$ cat src/rtl/core/lmts_pkg.sv
// Package for the LCD mode/timing/status core: item codes, register offsets,
// timing constants and the state, item and result types. No dependencies.
package lmts_pkg;

	// item kinds
	localparam logic [1:0] OP_TICK  = 2'd0;
	localparam logic [1:0] OP_READ  = 2'd1;
	localparam logic [1:0] OP_WRITE = 2'd2;

	// register offsets from 0xFF40
	localparam logic [3:0] REG_LCDC = 4'd0;
	localparam logic [3:0] REG_STAT = 4'd1;
	localparam logic [3:0] REG_SCY  = 4'd2;
	localparam logic [3:0] REG_SCX  = 4'd3;
	localparam logic [3:0] REG_LY   = 4'd4;
	localparam logic [3:0] REG_LYC  = 4'd5;
	localparam logic [3:0] REG_DMA  = 4'd6;
	localparam logic [3:0] REG_BGP  = 4'd7;
	localparam logic [3:0] REG_OBP0 = 4'd8;
	localparam logic [3:0] REG_OBP1 = 4'd9;
	localparam logic [3:0] REG_WY   = 4'd10;
	localparam logic [3:0] REG_WX   = 4'd11;

	// modes (status bits 1..0)
	localparam logic [1:0] MODE_HBLANK = 2'd0;
	localparam logic [1:0] MODE_VBLANK = 2'd1;
	localparam logic [1:0] MODE_OAM    = 2'd2;
	localparam logic [1:0] MODE_DRAW   = 2'd3;

	// mode lengths in clock cycles
	localparam logic [15:0] CYC_OAM    = 16'd80;
	localparam logic [15:0] CYC_DRAW   = 16'd172;
	localparam logic [15:0] CYC_HBLANK = 16'd204;
	localparam logic [15:0] CYC_VBLANK = 16'd456;

	localparam logic [7:0] LINE_LAST_VISIBLE = 8'd143;
	localparam logic [7:0] LINE_LAST_VBLANK  = 8'd153;

	// status register bits
	localparam logic [7:0] STAT_WRITE_MASK = 8'h78;
	localparam logic [7:0] STAT_MODE_CLEAR = 8'hFC;
	localparam logic [7:0] STAT_MATCH      = 8'h04;
	localparam int STAT_HBLANK_IE_BIT = 3;
	localparam int STAT_VBLANK_IE_BIT = 4;
	localparam int STAT_OAM_IE_BIT    = 5;
	localparam int STAT_LYC_IE_BIT    = 6;
	localparam int LCDC_ENABLE_BIT    = 7;

	typedef struct packed {
		logic [1:0] opcode;
		logic [3:0] reg_index;
		logic [7:0] write_data;
		logic [7:0] tick_count;
		logic       draw_done;
	} item_t;

	typedef struct packed {
		logic [7:0] read_data;
		logic       stat_irq;
		logic       vblank_irq;
		logic       frame_end;
		logic [1:0] mode;
		logic [7:0] line;
	} result_t;

	typedef struct packed {
		logic [7:0]       lcd_control;
		logic [7:0]       lcd_status;
		logic [7:0]       scroll_y;
		logic [7:0]       scroll_x;
		logic [7:0]       line_count;
		logic [7:0]       line_compare;
		logic [7:0]       dma_page;
		logic [2:0][7:0]  palettes;
		logic [1:0][7:0]  window_pos;
		logic [15:0]      mode_cycles;
	} state_t;

	localparam state_t STATE_RESET = '{
		lcd_control:  8'h00,
		lcd_status:   8'h04,
		scroll_y:     8'h00,
		scroll_x:     8'h00,
		line_count:   8'h00,
		line_compare: 8'h00,
		dma_page:     8'h00,
		palettes:     '0,
		window_pos:   '0,
		mode_cycles:  16'h0000
	};

endpackage

$ cat src/rtl/core/lmts_ifs.sv
// Valid/ready channel interfaces for the LCD mode/timing/status core.
// Depends on lmts_pkg for nothing but follows its field widths.
interface lmts_item_if;
	logic       valid;
	logic       ready;
	logic [1:0] opcode;
	logic [3:0] reg_index;
	logic [7:0] write_data;
	logic [7:0] tick_count;
	logic       draw_done;

	modport source (output valid, opcode, reg_index, write_data, tick_count, draw_done,
		input ready);
	modport sink (input valid, opcode, reg_index, write_data, tick_count, draw_done,
		output ready);
endinterface

interface lmts_result_if;
	logic       valid;
	logic       ready;
	logic [7:0] read_data;
	logic       stat_irq;
	logic       vblank_irq;
	logic       frame_end;
	logic [1:0] mode;
	logic [7:0] line;

	modport source (output valid, read_data, stat_irq, vblank_irq, frame_end, mode, line,
		input ready);
	modport sink (input valid, read_data, stat_irq, vblank_irq, frame_end, mode, line,
		output ready);
endinterface

$ cat src/rtl/core/lmts_step.sv
// Next-state and result logic for one item: register read/write decode,
// mode sequencer and interrupt levels. Depends on lmts_pkg.
module lmts_step (
	input  lmts_pkg::state_t  cur,
	input  lmts_pkg::item_t   item,
	output lmts_pkg::state_t  nxt,
	output lmts_pkg::result_t res
);

	logic [16:0] sum;
	logic [15:0] sat;
	logic [7:0]  ly_inc;
	logic        vb;
	logic        sirq;
	logic [7:0]  rd;
	logic        match_irq;

	assign sum    = {1'b0, cur.mode_cycles} + {9'd0, item.tick_count};
	assign sat    = sum[16] ? 16'hFFFF : sum[15:0];
	assign ly_inc = cur.line_count + 8'd1;

	always_comb begin
		nxt  = cur;
		vb   = 1'b0;
		sirq = 1'b0;
		rd   = 8'h00;
		match_irq = 1'b0;
		case (item.opcode)
			lmts_pkg::OP_TICK: begin
				nxt.mode_cycles = sat;
				case (cur.lcd_status[1:0])
					lmts_pkg::MODE_HBLANK: begin
						if (sat >= lmts_pkg::CYC_HBLANK) begin
							nxt.mode_cycles = sat - lmts_pkg::CYC_HBLANK;
							nxt.line_count  = ly_inc;
							if (ly_inc > lmts_pkg::LINE_LAST_VISIBLE) begin
								nxt.lcd_status[1:0] = lmts_pkg::MODE_VBLANK;
								vb = 1'b1;
							end else begin
								nxt.lcd_status[1:0] = lmts_pkg::MODE_OAM;
							end
						end
					end
					lmts_pkg::MODE_VBLANK: begin
						if (sat >= lmts_pkg::CYC_VBLANK) begin
							nxt.mode_cycles = sat - lmts_pkg::CYC_VBLANK;
							nxt.line_count  = ly_inc;
							if (ly_inc > lmts_pkg::LINE_LAST_VBLANK) begin
								nxt.line_count      = 8'h00;
								nxt.lcd_status[1:0] = lmts_pkg::MODE_OAM;
							end
						end
					end
					lmts_pkg::MODE_OAM: begin
						if (sat >= lmts_pkg::CYC_OAM) begin
							nxt.mode_cycles     = sat - lmts_pkg::CYC_OAM;
							nxt.lcd_status[1:0] = lmts_pkg::MODE_DRAW;
						end
					end
					default: begin
						// drawing ends only on a non-empty batch with draw_done
						if (item.tick_count != 8'd0 && item.draw_done) begin
							nxt.mode_cycles = (sat >= lmts_pkg::CYC_DRAW) ?
								sat - lmts_pkg::CYC_DRAW : 16'h0000;
							nxt.lcd_status[1:0] = lmts_pkg::MODE_HBLANK;
						end
					end
				endcase
			end
			lmts_pkg::OP_READ: begin
				case (item.reg_index)
					lmts_pkg::REG_LCDC: rd = cur.lcd_control;
					lmts_pkg::REG_STAT: rd = cur.lcd_status;
					lmts_pkg::REG_SCY:  rd = cur.scroll_y;
					lmts_pkg::REG_SCX:  rd = cur.scroll_x;
					lmts_pkg::REG_LY:   rd = cur.line_count;
					lmts_pkg::REG_LYC:  rd = cur.line_compare;
					lmts_pkg::REG_DMA:  rd = cur.dma_page;
					lmts_pkg::REG_BGP:  rd = cur.palettes[0];
					lmts_pkg::REG_OBP0: rd = cur.palettes[1];
					lmts_pkg::REG_OBP1: rd = cur.palettes[2];
					lmts_pkg::REG_WY:   rd = cur.window_pos[0];
					lmts_pkg::REG_WX:   rd = cur.window_pos[1];
					default:            rd = 8'h00;
				endcase
			end
			lmts_pkg::OP_WRITE: begin
				case (item.reg_index)
					lmts_pkg::REG_LCDC: begin
						// display switched on: restart at line 0 in OAM search
						if (!cur.lcd_control[lmts_pkg::LCDC_ENABLE_BIT] &&
								item.write_data[lmts_pkg::LCDC_ENABLE_BIT]) begin
							nxt.line_count      = 8'h00;
							nxt.mode_cycles     = 16'h0000;
							nxt.lcd_status[1:0] = lmts_pkg::MODE_OAM;
						end
						nxt.lcd_control = item.write_data;
					end
					lmts_pkg::REG_STAT: nxt.lcd_status =
						(item.write_data & lmts_pkg::STAT_WRITE_MASK) |
						(cur.lcd_status & ~(lmts_pkg::STAT_MODE_CLEAR ^ lmts_pkg::STAT_MATCH));
					lmts_pkg::REG_SCY:  nxt.scroll_y      = item.write_data;
					lmts_pkg::REG_SCX:  nxt.scroll_x      = item.write_data;
					lmts_pkg::REG_LY:   nxt.line_count    = 8'h00;
					lmts_pkg::REG_LYC:  nxt.line_compare  = item.write_data;
					lmts_pkg::REG_DMA:  nxt.dma_page      = item.write_data;
					lmts_pkg::REG_BGP:  nxt.palettes[0]   = item.write_data;
					lmts_pkg::REG_OBP0: nxt.palettes[1]   = item.write_data;
					lmts_pkg::REG_OBP1: nxt.palettes[2]   = item.write_data;
					lmts_pkg::REG_WY:   nxt.window_pos[0] = item.write_data;
					lmts_pkg::REG_WX:   nxt.window_pos[1] = item.write_data;
					default: ;
				endcase
			end
			default: ;
		endcase

		// coincidence flag refresh after ticks and writes
		if (item.opcode == lmts_pkg::OP_TICK || item.opcode == lmts_pkg::OP_WRITE) begin
			if (nxt.line_count == nxt.line_compare) begin
				nxt.lcd_status = nxt.lcd_status | lmts_pkg::STAT_MATCH;
			end else begin
				nxt.lcd_status = nxt.lcd_status & ~lmts_pkg::STAT_MATCH;
			end
		end

		match_irq = nxt.lcd_status[lmts_pkg::STAT_LYC_IE_BIT] &&
			((nxt.lcd_status & lmts_pkg::STAT_MATCH) != 8'h00);

		if (item.opcode == lmts_pkg::OP_TICK) begin
			sirq = match_irq ||
				(nxt.lcd_status[1:0] == lmts_pkg::MODE_HBLANK &&
					nxt.lcd_status[lmts_pkg::STAT_HBLANK_IE_BIT]) ||
				(nxt.lcd_status[1:0] == lmts_pkg::MODE_VBLANK &&
					nxt.lcd_status[lmts_pkg::STAT_VBLANK_IE_BIT]) ||
				(nxt.lcd_status[1:0] == lmts_pkg::MODE_OAM &&
					nxt.lcd_status[lmts_pkg::STAT_OAM_IE_BIT]);
		end else if (item.opcode == lmts_pkg::OP_WRITE) begin
			sirq = match_irq;
		end
	end

	always_comb begin
		res.read_data  = rd;
		res.stat_irq   = sirq;
		res.vblank_irq = vb;
		res.frame_end  = vb;
		res.mode       = nxt.lcd_status[1:0];
		res.line       = nxt.line_count;
	end

endmodule

$ cat src/rtl/core/lcd_mode_timing_status_core.sv
// Top level of the LCD mode/timing/status core: input register, state
// registers and result register. Depends on lmts_pkg, lmts_ifs and lmts_step.
//
// Use:
//   item   - one transfer per CPU-side event: a tick batch (cycle count plus
//            the pixel pipeline's draw_done flag), a register read or a
//            register write at offsets 0..11 from 0xFF40.
//   result - exactly one transfer per item, in order: read data (zero unless a
//            read), STAT interrupt level, V-blank pulse, frame-end pulse, and
//            the mode and line after the item.
// Path: a taken item is held in the input register, and its result is then
//   registered in the result register before it is presented.
// Throughput: one item per cycle, unless stalled; the state update is a single
//   17-bit add, one compare/subtract against the mode length and a register mux.
// Reset: arst_n clears both valid flags and puts the state registers at their
//   power-on values (status 0x04: H-blank, coincidence set, line 0).
// Stall: when result.ready is low the result register holds; the input
//   register still takes one more item, then item.ready drops until the
//   result side drains.
module lcd_mode_timing_status_core (
	input logic           clk,
	input logic           arst_n,
	lmts_item_if.sink     item,
	lmts_result_if.source result
);

	lmts_pkg::item_t   item_in;
	lmts_pkg::item_t   item_s1;
	logic              valid_s1;
	lmts_pkg::state_t  state_q;
	lmts_pkg::state_t  state_nxt;
	lmts_pkg::result_t res_nxt;
	lmts_pkg::result_t res_s2;
	logic              valid_s2;
	logic              advance;

	assign item_in.opcode     = item.opcode;
	assign item_in.reg_index  = item.reg_index;
	assign item_in.write_data = item.write_data;
	assign item_in.tick_count = item.tick_count;
	assign item_in.draw_done  = item.draw_done;

	// stage 1 moves into the result register when that register is free or draining
	assign advance    = !valid_s2 || result.ready;
	assign item.ready = !valid_s1 || advance;

	lmts_step u_step (
		.cur  (state_q),
		.item (item_s1),
		.nxt  (state_nxt),
		.res  (res_nxt)
	);

	// input register payload
	always_ff @(posedge clk) begin
		if (item.valid && item.ready) begin
			item_s1 <= item_in;
		end
	end

	// result register payload
	always_ff @(posedge clk) begin
		if (valid_s1 && advance) begin
			res_s2 <= res_nxt;
		end
	end

	// control and architectural state
	always_ff @(posedge clk or negedge arst_n) begin
		if (!arst_n) begin
			valid_s1 <= 1'b0;
			valid_s2 <= 1'b0;
			state_q  <= lmts_pkg::STATE_RESET;
		end else begin
			if (item.ready) begin
				valid_s1 <= item.valid;
			end
			if (advance) begin
				valid_s2 <= valid_s1;
			end
			if (valid_s1 && advance) begin
				state_q <= state_nxt;
			end
		end
	end

	assign result.valid      = valid_s2;
	assign result.read_data  = res_s2.read_data;
	assign result.stat_irq   = res_s2.stat_irq;
	assign result.vblank_irq = res_s2.vblank_irq;
	assign result.frame_end  = res_s2.frame_end;
	assign result.mode       = res_s2.mode;
	assign result.line       = res_s2.line;

	// the line counter never leaves 0..153
	a_line_range: assert property (@(posedge clk) disable iff (!arst_n)
		state_q.line_count <= lmts_pkg::LINE_LAST_VBLANK)
		else $error("line counter out of range");

	// status bit 7 reads as zero
	a_stat_bit7: assert property (@(posedge clk) disable iff (!arst_n)
		!state_q.lcd_status[7])
		else $error("status bit 7 set");

	// a V-blank pulse is always the entry into line 144 in V-blank
	a_vblank_entry: assert property (@(posedge clk) disable iff (!arst_n)
		valid_s2 && res_s2.vblank_irq |->
			res_s2.mode == lmts_pkg::MODE_VBLANK && res_s2.line == 8'd144 &&
			res_s2.frame_end)
		else $error("V-blank pulse outside V-blank entry");

	// the state holds while the result is stalled and only moves when stage 1 drains
	a_state_hold: assert property (@(posedge clk) disable iff (!arst_n)
		valid_s2 && !result.ready |=> $stable(state_q))
		else $error("state changed while result stalled");

endmodule
$ cat src/flat_wrapper.sv
// flat-port wrapper written by rule: the top's interface ports become plain ports
module lcd_mode_timing_status_core_flat 
  (clk, arst_n, item_valid, item_opcode, item_reg_index, item_write_data, item_tick_count, item_draw_done, item_ready, result_valid, result_read_data, result_stat_irq, result_vblank_irq, result_frame_end, result_mode, result_line, result_ready);
  lmts_item_if item_i ();
  lmts_result_if result_i ();
  input logic clk;
  input logic arst_n;
  input wire logic [$bits(item_i.valid)-1:0] item_valid;
  input wire logic [$bits(item_i.opcode)-1:0] item_opcode;
  input wire logic [$bits(item_i.reg_index)-1:0] item_reg_index;
  input wire logic [$bits(item_i.write_data)-1:0] item_write_data;
  input wire logic [$bits(item_i.tick_count)-1:0] item_tick_count;
  input wire logic [$bits(item_i.draw_done)-1:0] item_draw_done;
  output wire logic [$bits(item_i.ready)-1:0] item_ready;
  output wire logic [$bits(result_i.valid)-1:0] result_valid;
  output wire logic [$bits(result_i.read_data)-1:0] result_read_data;
  output wire logic [$bits(result_i.stat_irq)-1:0] result_stat_irq;
  output wire logic [$bits(result_i.vblank_irq)-1:0] result_vblank_irq;
  output wire logic [$bits(result_i.frame_end)-1:0] result_frame_end;
  output wire logic [$bits(result_i.mode)-1:0] result_mode;
  output wire logic [$bits(result_i.line)-1:0] result_line;
  input wire logic [$bits(result_i.ready)-1:0] result_ready;
  assign item_i.valid = item_valid;
  assign item_i.opcode = item_opcode;
  assign item_i.reg_index = item_reg_index;
  assign item_i.write_data = item_write_data;
  assign item_i.tick_count = item_tick_count;
  assign item_i.draw_done = item_draw_done;
  assign item_ready = item_i.ready;
  assign result_valid = result_i.valid;
  assign result_read_data = result_i.read_data;
  assign result_stat_irq = result_i.stat_irq;
  assign result_vblank_irq = result_i.vblank_irq;
  assign result_frame_end = result_i.frame_end;
  assign result_mode = result_i.mode;
  assign result_line = result_i.line;
  assign result_i.ready = result_ready;
  lcd_mode_timing_status_core u_core (.clk(clk), .arst_n(arst_n), .item(item_i), .result(result_i));
endmodule
$ cat config.mk
export PLATFORM = sky130hd
export DESIGN_NAME = lcd_mode_timing_status_core_flat
export DESIGN_NICKNAME = d
export VERILOG_FILES = /design/src/rtl/core/lmts_pkg.sv /design/src/rtl/core/lmts_ifs.sv /design/src/rtl/core/lmts_step.sv /design/src/rtl/core/lcd_mode_timing_status_core.sv /design/src/flat_wrapper.sv
export SDC_FILE = /design/constraint.sdc
export NUM_CORES = 1
export LEC_CHECK = 0
export ABC_AREA = 1
export BUFFER_PORTS_ARGS = -buffer_cell sky130_fd_sc_hd__clkbuf_2
export CORE_ASPECT_RATIO = 0.6
export CORE_MARGIN = 10
export CORE_UTILIZATION = 45
export DETAILED_ROUTE_END_ITERATION = 10
export PLACE_DENSITY = 0.7
export SYNTH_ARGS = -nofsm -noshare
export SYNTH_HDL_FRONTEND = slang
export SYNTH_SLANG_ARGS = --single-unit
$ cat constraint.sdc
create_clock -name clk -period 4.45 [get_ports clk]
set_clock_uncertainty 0.1 [all_clocks]
set_input_delay 0.6675 -clock clk [delete_from_list [all_inputs] [get_ports clk]]
set_output_delay 0.6675 -clock clk [all_outputs]
set_load 0.05 [all_outputs]
==> impl_results.md <==
- R2r setup slk: roughly 0.30 ns
- Final Critical Period: between 4 and 5 ns
- First-pass DRT Iterations: 6
- Post-synth ARST share: a little over 70%
- Worst r2r path cells: 21
- Drc violations: 0
- Global-route wire length before repair: slightly above 50,000 um
- Worst setup EP type: flop
- Count of final hold-check violations: 0
- CTS hold repair buffers: 0
- Max-slew violation count: 0
- Iteration-0 DRC Markers: between 1,500 and 2,000
- DIE AREA: roughly 28,000 um^2
- Worst Path Class, Setup: flop to flop
- Share of cells above drive strength 1: ~14%
- Overall Power: roughly 8.2 mW
- Clk_lat worst skew: 0.44 ns
- RD Place Congestion: ~1.0
- Crit path capture: u_core.result.stat_irq
- Initial antenna violation count: 1
- Power per Cell Area: between 700 and 800 nW/um^2
- DP HPWL: 25,500 um
- EDFF count, synth: between 40 and 50
- Syn nets: about 1,300
- FF+latch count, synth: roughly 160
- Share of the core filled with cells: between 50 and 60%
- Root buffer cell: clkbuf_16
- CTS max path bufs: 2
- Data required time at the worst endpoint: approximately 4.7 ns
- Global Route Usage Sum: a little under a quarter
- Total grt overflow: 0
- Most used flip-flop cell after synthesis: dfrtp_1
- Most frequent cell after synthesis: nand2_1
- Final #Nets: roughly 1,400
- Netlist cell types: 55
- Area growth from synthesis to layout: 14.7%
- Core ar.: about 21,000 um^2
- Crit share post-route: 93.2%
- Chip height: around 130 um
- Leakage: 5.25 nW
- RSZ-0062 raised after global routing: false
- CTS tree: done
- Cells after Synth: 1,268
- WL/cell: between 20 and 25 um
- Setup WS pre-CTS: ~0.12 ns
- H-tree lvl count: 4
- Slew HR: between 30 and 40%
- Slew @ Worst Pin: 1.05 ns
- Io pins: 50
- Synth area leader: dfrtp_1
- Ys Warns: 0
- RR Startpoint: u_core.item_s1[1]
- IO buf count: 49
- Multi-input gate area: roughly 5000 um^2
- Vias in the first global route: ~8,700
- Initial Util: 45.9%
- Die X: around 210 um
- Seq/Total Area, Yosys: 42.6%
- Setup slack after layout: 0.305 ns
- Register area: 4120 um^2
- Cell Rows: between 40 and 50
- Crit-path max FO: 9
- Inserted Diodes: 0
- Clock slew at reported path FFs: approximately 0.070 ns
- Largest net degree at the start of global routing: 56
- VDD IR max: just over 0.4 mV
- Reg-to-reg endpoint: u_core.result.stat_irq
- Top cell type's share of synthesized area: 29.0%
- Total CTS buffers: 17
- Commonest cells post-synth: nand2_1, o21ai_0, inv_1
- Fill count: 2,005
- Final setup fails: 0
- Post-synthesis cell area: roughly 9700 um^2
- Remaining antenna violation count after routing: 0
- Fmax achieved: 0.241 GHz
- Status: completed
- Hold Crit Class: input port to asynchronous set/reset pin
- Max capacitance violation total: 0
- Synth area leaders: dfrtp_1, edfxtp_1, nand2_1
- Setup TNS: 0 ns
- Vias per cell: 5.84
- Worst setup SP type: flop
- Final wirelength: 33,100 um
- Critical Path Source: u_core.item_s1[1]
- Vias: roughly 9,600
- Critical path arrival: between 4 and 5 ns
- Clock sink total: about 160
- Avg Inst Size Synth: 7.63 um^2
[worst max-delay path, cell delays in order (launching register included)]
cell	delay [ns]
edfxtp_1	0.39
ha_1	0.25
fa_2	0.38
nand3_1	0.11
nand3_2	0.12
nand2_1	0.12
nand2_2	0.12
nand2_4	0.15
nand3_1	0.22
inv_2	0.19
nand2_1	0.18
nor2_4	0.17
inv_1	0.13
nor2_2	0.27
nand3_4	0.19
nand2_1	0.13
nand4_1	0.09
nand3_1	0.10
nand2_1	0.14
o21ai_0	0.21
nand4_1	0.14
nand2_1	0.10
[timing repair]
item,CTS,global route
endpoints found under the setup margin,0,30
gates resized for setup,0,11
buffers inserted,0,4
[report_power, final]
part	switching, mW	internal [mW]	leakage, nW
Combinational	3.16	1.44	3.04
Clock	0.655	0.816	0.286
Sequential	0.312	1.83	1.92
[kinds of logic (layout without fill, tap and decap cells)]
logic type	Yosys count	after routing	share of synthesized area, %
flops	156	156	42.6
xor+xnor	22	22	1.99
fa+ha+maj	20	20	2.66
simple gates	594	594	27.5
buf+inv	181	276	7.39
compound gates	295	295	17.9
[worst min-delay path by stage]
| stage | from | to | slack [ns] | cells after the start |
|---|---|---|---|---|
| after floorplan | arst_n | u_core.result.valid | 0.27 | 0 |
| after global placement | u_core.state_q[83] | u_core.state_q[83] | 0.37 | 2 |
| after detailed placement | u_core.state_q[104] | u_core.state_q[104] | 0.37 | 2 |
| after CTS | arst_n | u_core.state_q[1] | 0.21 | 1 |
| after global routing | arst_n | u_core.state_q[1] | 0.24 | 1 |
| final | arst_n | u_core.state_q[0] | 0.18 | 1 |
[through the flow]
stage               instances  hold WS [ns]  instance area [um^2]
finish                   1642         0.180                 11100
detailed placement       1606         0.373                 10400
global route             1642         0.242                 11100
CTS                      1638         0.210                 11000
floorplan                1268         0.272                  9680
global placement         1606         0.366                 10400
[cell usage in the layout (no fill, tap or decap), types with 29 or more instances in the layout]
cell      count
clkbuf_2     48
dfrtp_1     112
a21oi_1      29
o21ai_0     173
buf_4        49
inv_1       134
edfxtp_1     43
nand3_1     105
nand2_1     316
nor2_1       84
[state kept, by name, summed over array words and instances (netlist names)]
register	flops
u_core.item_s1	23
u_core.result.line	8
u_core.result.mode	2
u_core.result.read_data	8
u_core.result.stat_irq	1
u_core.result.valid	1
u_core.result.vblank_irq	1
u_core.state_q	111
u_core.valid_s1	1
[final cells by class]
class | count | share of cell area, %
Clock inverter | 12 | 1.13
Inverter | 147 | 4.99
Multi-Input combinational cell | 931 | 44.0
Tap cell | 279 | 3.14
Clock buffer | 20 | 4.11
Timing Repair Buffer | 97 | 5.48
Sequential cell | 156 | 37.1
[layer usage]
metal	part of all wire, %	vias to the layer above	track usage [%]	wire length, um
li1	-	4485	-	-
met1	48	4509	37.2	15900
met2	36	570	27.9	11800
met3	16	27	9.71	5150
met4	0.93	0	4.50	308
met5	0	-	0	0
Power figures use the tool's default switching activity.
